<file path="src/design/qoid_queue.sv">
// ----------------------------------------------------------------------------
// qoid_queue
// Small first-in first-out queue of words with full and empty flags.
// ----------------------------------------------------------------------------
module qoid_queue #(
   parameter type item_type = logic,
   parameter int  Depth = 4
) (
   input  logic     clock,
   input  logic     reset,
   input  logic     push,
   output logic     full,
   input  item_type wr_data,
   input  logic     pop,
   output logic     empty,
   output item_type rd_data
);
   localparam int PtrW = (Depth > 1) ? $clog2(Depth) : 1;
   localparam int CntW = $clog2(Depth + 1);

   item_type            store_ff [Depth];
   logic [PtrW-1:0]     wr_ptr_ff, wr_ptr_in;
   logic [PtrW-1:0]     rd_ptr_ff, rd_ptr_in;
   logic [CntW-1:0]     count_ff, count_in;
   logic                do_push, do_pop;

   assign full    = (count_ff == CntW'(Depth));
   assign empty   = (count_ff == '0);
   assign do_push = push && !full;
   assign do_pop  = pop && !empty;
   assign rd_data = store_ff[rd_ptr_ff];

   // Pointer and fill count updates with explicit wrap.
   always_comb begin
      wr_ptr_in = wr_ptr_ff;
      rd_ptr_in = rd_ptr_ff;
      count_in  = count_ff;
      if (do_push) begin
         wr_ptr_in = (wr_ptr_ff == PtrW'(Depth - 1)) ? '0 : wr_ptr_ff + 1'b1;
      end
      if (do_pop) begin
         rd_ptr_in = (rd_ptr_ff == PtrW'(Depth - 1)) ? '0 : rd_ptr_ff + 1'b1;
      end
      if (do_push && !do_pop) begin
         count_in = count_ff + 1'b1;
      end else if (do_pop && !do_push) begin
         count_in = count_ff - 1'b1;
      end
   end

   always_ff @(posedge clock) begin
      if (reset) begin
         wr_ptr_ff <= '0;
         rd_ptr_ff <= '0;
         count_ff  <= '0;
      end else begin
         wr_ptr_ff <= wr_ptr_in;
         rd_ptr_ff <= rd_ptr_in;
         count_ff  <= count_in;
      end
   end

   // Word storage needs no reset.
   always_ff @(posedge clock) begin
      if (do_push) begin
         store_ff[wr_ptr_ff] <= wr_data;
      end
   end

endmodule

</file>
<file path="config.mk">
export PLATFORM = sky130hd
export DESIGN_NAME = qoid_queue
export DESIGN_NICKNAME = d
export VERILOG_FILES = /design/src/design/qoid_queue.sv
export SDC_FILE = /design/constraint.sdc
export NUM_CORES = 1
export LEC_CHECK = 0
export BUFFER_PORTS_ARGS = -buffer_cell sky130_fd_sc_hd__buf_2
export CAP_MARGIN = 20
export CORE_AREA = 2 2 39 41
export CTS_CLUSTER_SIZE = 14
export DETAILED_ROUTE_END_ITERATION = 7
export DIE_AREA = 0 0 41 43
export PLACE_DENSITY = 0.77
export SETUP_SLACK_MARGIN = 0.1
export SLEW_MARGIN = 20
export SYNTH_ARGS = -nofsm -noshare
export SYNTH_HDL_FRONTEND = slang
export SYNTH_SLANG_ARGS = --single-unit
</file>
<file path="constraint.sdc">
create_clock -name clock -period 6.55 [get_ports clock]
set_clock_uncertainty 0.2 [all_clocks]
set_input_delay 0.655 -clock clock [delete_from_list [all_inputs] [get_ports clock]]
set_output_delay 0.655 -clock clock [all_outputs]
set_load 0.1 [all_outputs]
</file>
==> metrics.csv <==
stage,metric,value,unit
job,drv_cap,0,
floorplanning,floorplan.initialDensity,0.467,
routing,final_antenna_net_count,0,
floorplanning,pin_count,8,
floorplanning,die_h,43,um
placement,gp_congestion,0.678,
worst_setup_path,worstSetupPathType,reg -> out,
synthesis,synth_edf_count,4,
synthesis,syn_nets,67,
clocking,post_cts_resized,0,
status,outcome,completed,
sta,maxSlewViolCount,0,
worst_setup_path,r2r-end,count_ff[2]$_SDFFE_PP0P_,
worst_setup_path,cp-endpoint,full,
routing,firstDrtPassIters,3,
routing,vias_per_cell,5.20,
power,power_density,434,mW/mm2
worst_setup_path,r2r-start,count_ff[0]$_SDFFE_PP0P_,
routing,post_drt_wl_per_cell,11.0,um
clocking,clockRootBuffer,clkbuf_4,
clocking,cts_tree,done,
worst_setup_path,cp_num_buf_inv,2,
layout,fin_cells,80,
worst_setup_path,worstPathArrival,1.69,ns
synthesis,seq_area_frac_synth,0.465,
synthesis,yosys.area.top_type,dfxtp_1,
layout,antenna_cells,0,
sta,rsz0062_at_grt,false,
clocking,cts_made_buffers,3,
grt,grt_pass1_wl,1.59,mm
sta,tns,0,ns
layout,final_layout_size_suffix_gt1_frac,0.250,
worst_setup_path,path_max_fanout,7,
clocking,clock-sinks,13,
worst_setup_path,start_kind,register,
layout,fin_nets,77,
worst_setup_path,rr_worst_depth,9,
synthesis,async_reset_ff_frac,0,
clocking,clkTransAtPathRegs,0.07,ns
worst_setup_path,cp_num_cells,3,
floorplanning,die_area,0.00176,mm2
clocking,hold_buffers,0,
routing,wirelength,877,um
clocking,clk-insertion-delay-late,0.27,ns
synthesis,synth_seq_cells,13,
worst_setup_path,rrSetupSlack,4.08,ns
synthesis,synth_warnings,0,
worst_setup_path,crit_family,simple AND/OR/NAND/NOR gates,
clocking,post_cts_buffers,0,
sta,slew_headroom,0.679,
routing,drt_iter0_drc,2,
sta,fin_crit_sh,0.388,
floorplanning,core_area,0.00138,mm2
worst_setup_path,critPathSlowestCell,or3b_1,
floorplanning,fp-row-count,14,
worst_setup_path,worst_ep_required_time,5.69,ns
power,peakVddDrop,0.232,mV
synthesis,synth.distinct_cells,24,
sta,max_freq,0.393,GHz
routing,drc_errors,0,
worst_setup_path,path_cells,or3b_1 -> clkinv_4 -> buf_2,
grt,grt_pass1_vias,419,
layout,area_delta_synth_final,10.3,%
grt,grt_overflow,0,
worst_setup_path,critPathMaxStageDelay,0.53,ns
synthesis,synth_top_area_frac,0.279,
synthesis,synth_area_leaders,"dfxtp_1 28%, edfxtp_1 19%, ha_1 12%, and3_1 3.9%, o31ai_2 3.9%",
placement,numPortBuffers,7,
sta,setup-violations-final,0,
layout,final_util,0.514,
grt,antenna_found_initial,0,
sta,worst_pin_slew,0.484,ns
synthesis,postSynthAreaPerCell,11.7,um2
clocking,cts_htree_levels,1,
floorplanning,die_w,41,um
power,p_leak,0.322,nW
worst_setup_path,endpoint_kind,output port,
synthesis,syn_area,646,um2
hold_path,hold_path_class,reg -> reg,
grt,grt_start_max_net_pins,9,
clocking,clockBufferDepth,2,
sta,fin_crit,2.54,ns
synthesis,syn_inst,55,
grt,grt.total_usage,0.131,
sta,hold_viol_final,0,
worst_setup_path,startpoint,count_ff[0]$_SDFFE_PP0P_,
placement,dp_cells,76,
routing,vias,416,
synthesis,ys.flop_type,dfxtp_1,
placement,hpwl,686,um
-- how the worst min path moves through the flow --
stage                                          from                        end  slack, ns  cells past startpoint
after global placement    rd_ptr_ff[0]$_SDFFE_PP0P_  rd_ptr_ff[0]$_SDFFE_PP0P_       0.29                      2
after floorplan           rd_ptr_ff[0]$_SDFFE_PP0P_                   register       0.26                      2
after CTS                 rd_ptr_ff[0]$_SDFFE_PP0P_                   register       0.30                      2
final                     rd_ptr_ff[0]$_SDFFE_PP0P_                   register       0.30                      2
after global routing      rd_ptr_ff[0]$_SDFFE_PP0P_  rd_ptr_ff[0]$_SDFFE_PP0P_       0.34                      2
after detailed placement  rd_ptr_ff[0]$_SDFFE_PP0P_  rd_ptr_ff[0]$_SDFFE_PP0P_       0.29                      2
-- worst reg2reg max path, cell delays in order (launching register included) --
cell and delay, ns:
dfxtp_1 0.45, or3b_1 0.32, clkinv_4 0.09, nor2_2 0.13, ha_1 0.20, inv_1 0.06
fa_1 0.37, xor2_1 0.16, or3_1 0.31, a21oi_1 0.14
-- placed cells by master, fill, tap and decap left out --
cell      n
a21oi_1   3
inv_1     3
and3_1    4
buf_2     7
o31ai_2   2
nor3_1    2
nand2_1   1
clkbuf_1  1
clkbuf_4  3
nor2_1    3
edfxtp_1  4
nor2_2    1
ha_1      6
mux2i_1   2
mux4_2    1
o21ai_1   1
nand3_1   2
dfxtp_1   9
clkinv_4  1
or3b_1    1
fa_1      1
o21ai_0   1
xor2_1    2
bufinv_8  1
or3_1     2
-- cells by family after synthesis --
family	synth area share
AOI/OAI and AO/OA	0.0775
and+or+nand+nor	0.136
DFF	0.465
adders and majority gates	0.147
xor gates and xnor gates	0.0271
buffers and inverters	0.0814
muxes	0.0659
-- through the flow --
stage | power [mW] | hold slack [ns] | setup slack [ns] | area (um2)
3_5_place_dp | 0.265 | 0.292 | 3.92 | 686
5_1_grt | 0.330 | 0.345 | 3.93 | 712
4_1_cts | 0.312 | 0.303 | 3.99 | 712
2_1_floorplan | 0.245 | 0.263 | 3.26 | 646
6_report | 0.309 | 0.297 | 4.01 | 712
3_3_place_gp | 0.260 | 0.286 | 3.97 | 686
-- Yosys cell counts (all sizes together), types with 2 or more instances --
cell type  count
nor2           4
nand3          2
nor3           2
edfxtp         4
ha             6
o31ai          2
a21oi          3
xor2           2
and3           4
o21ai          2
inv            3
mux2i          2
dfxtp          9
or3            2
-- final cells by class --
cell class | count | area, um2
well taps | 16 | 20.0
multi-input cells | 35 | 293
clock buffers | 4 | 26.3
inverters | 5 | 37.5
fillers | 128 | 672
flip-flops and latches | 13 | 300
repair buffers | 7 | 35.0
-- routing by layer --
metal / vias up / global-route usage / part of all wire
met1: 197 / 0.155 / 0.46
li1: 212 / - / -
met3: 0 / 0.0314 / 0.038
met5: - / 0 / 0
met4: 0 / 0.0600 / 0
met2: 7 / 0.213 / 0.50
-- power breakdown --
| group | internal (mW) | leakage, nW | switching (mW) |
|---|---|---|---|
| Clock | 0.0236 | 0.0150 | 0.0238 |
| Sequential | 0.101 | 0.111 | 0.0163 |
| Combinational | 0.0439 | 0.197 | 0.100 |
Note: power is estimated with default switching activity, not from simulation.
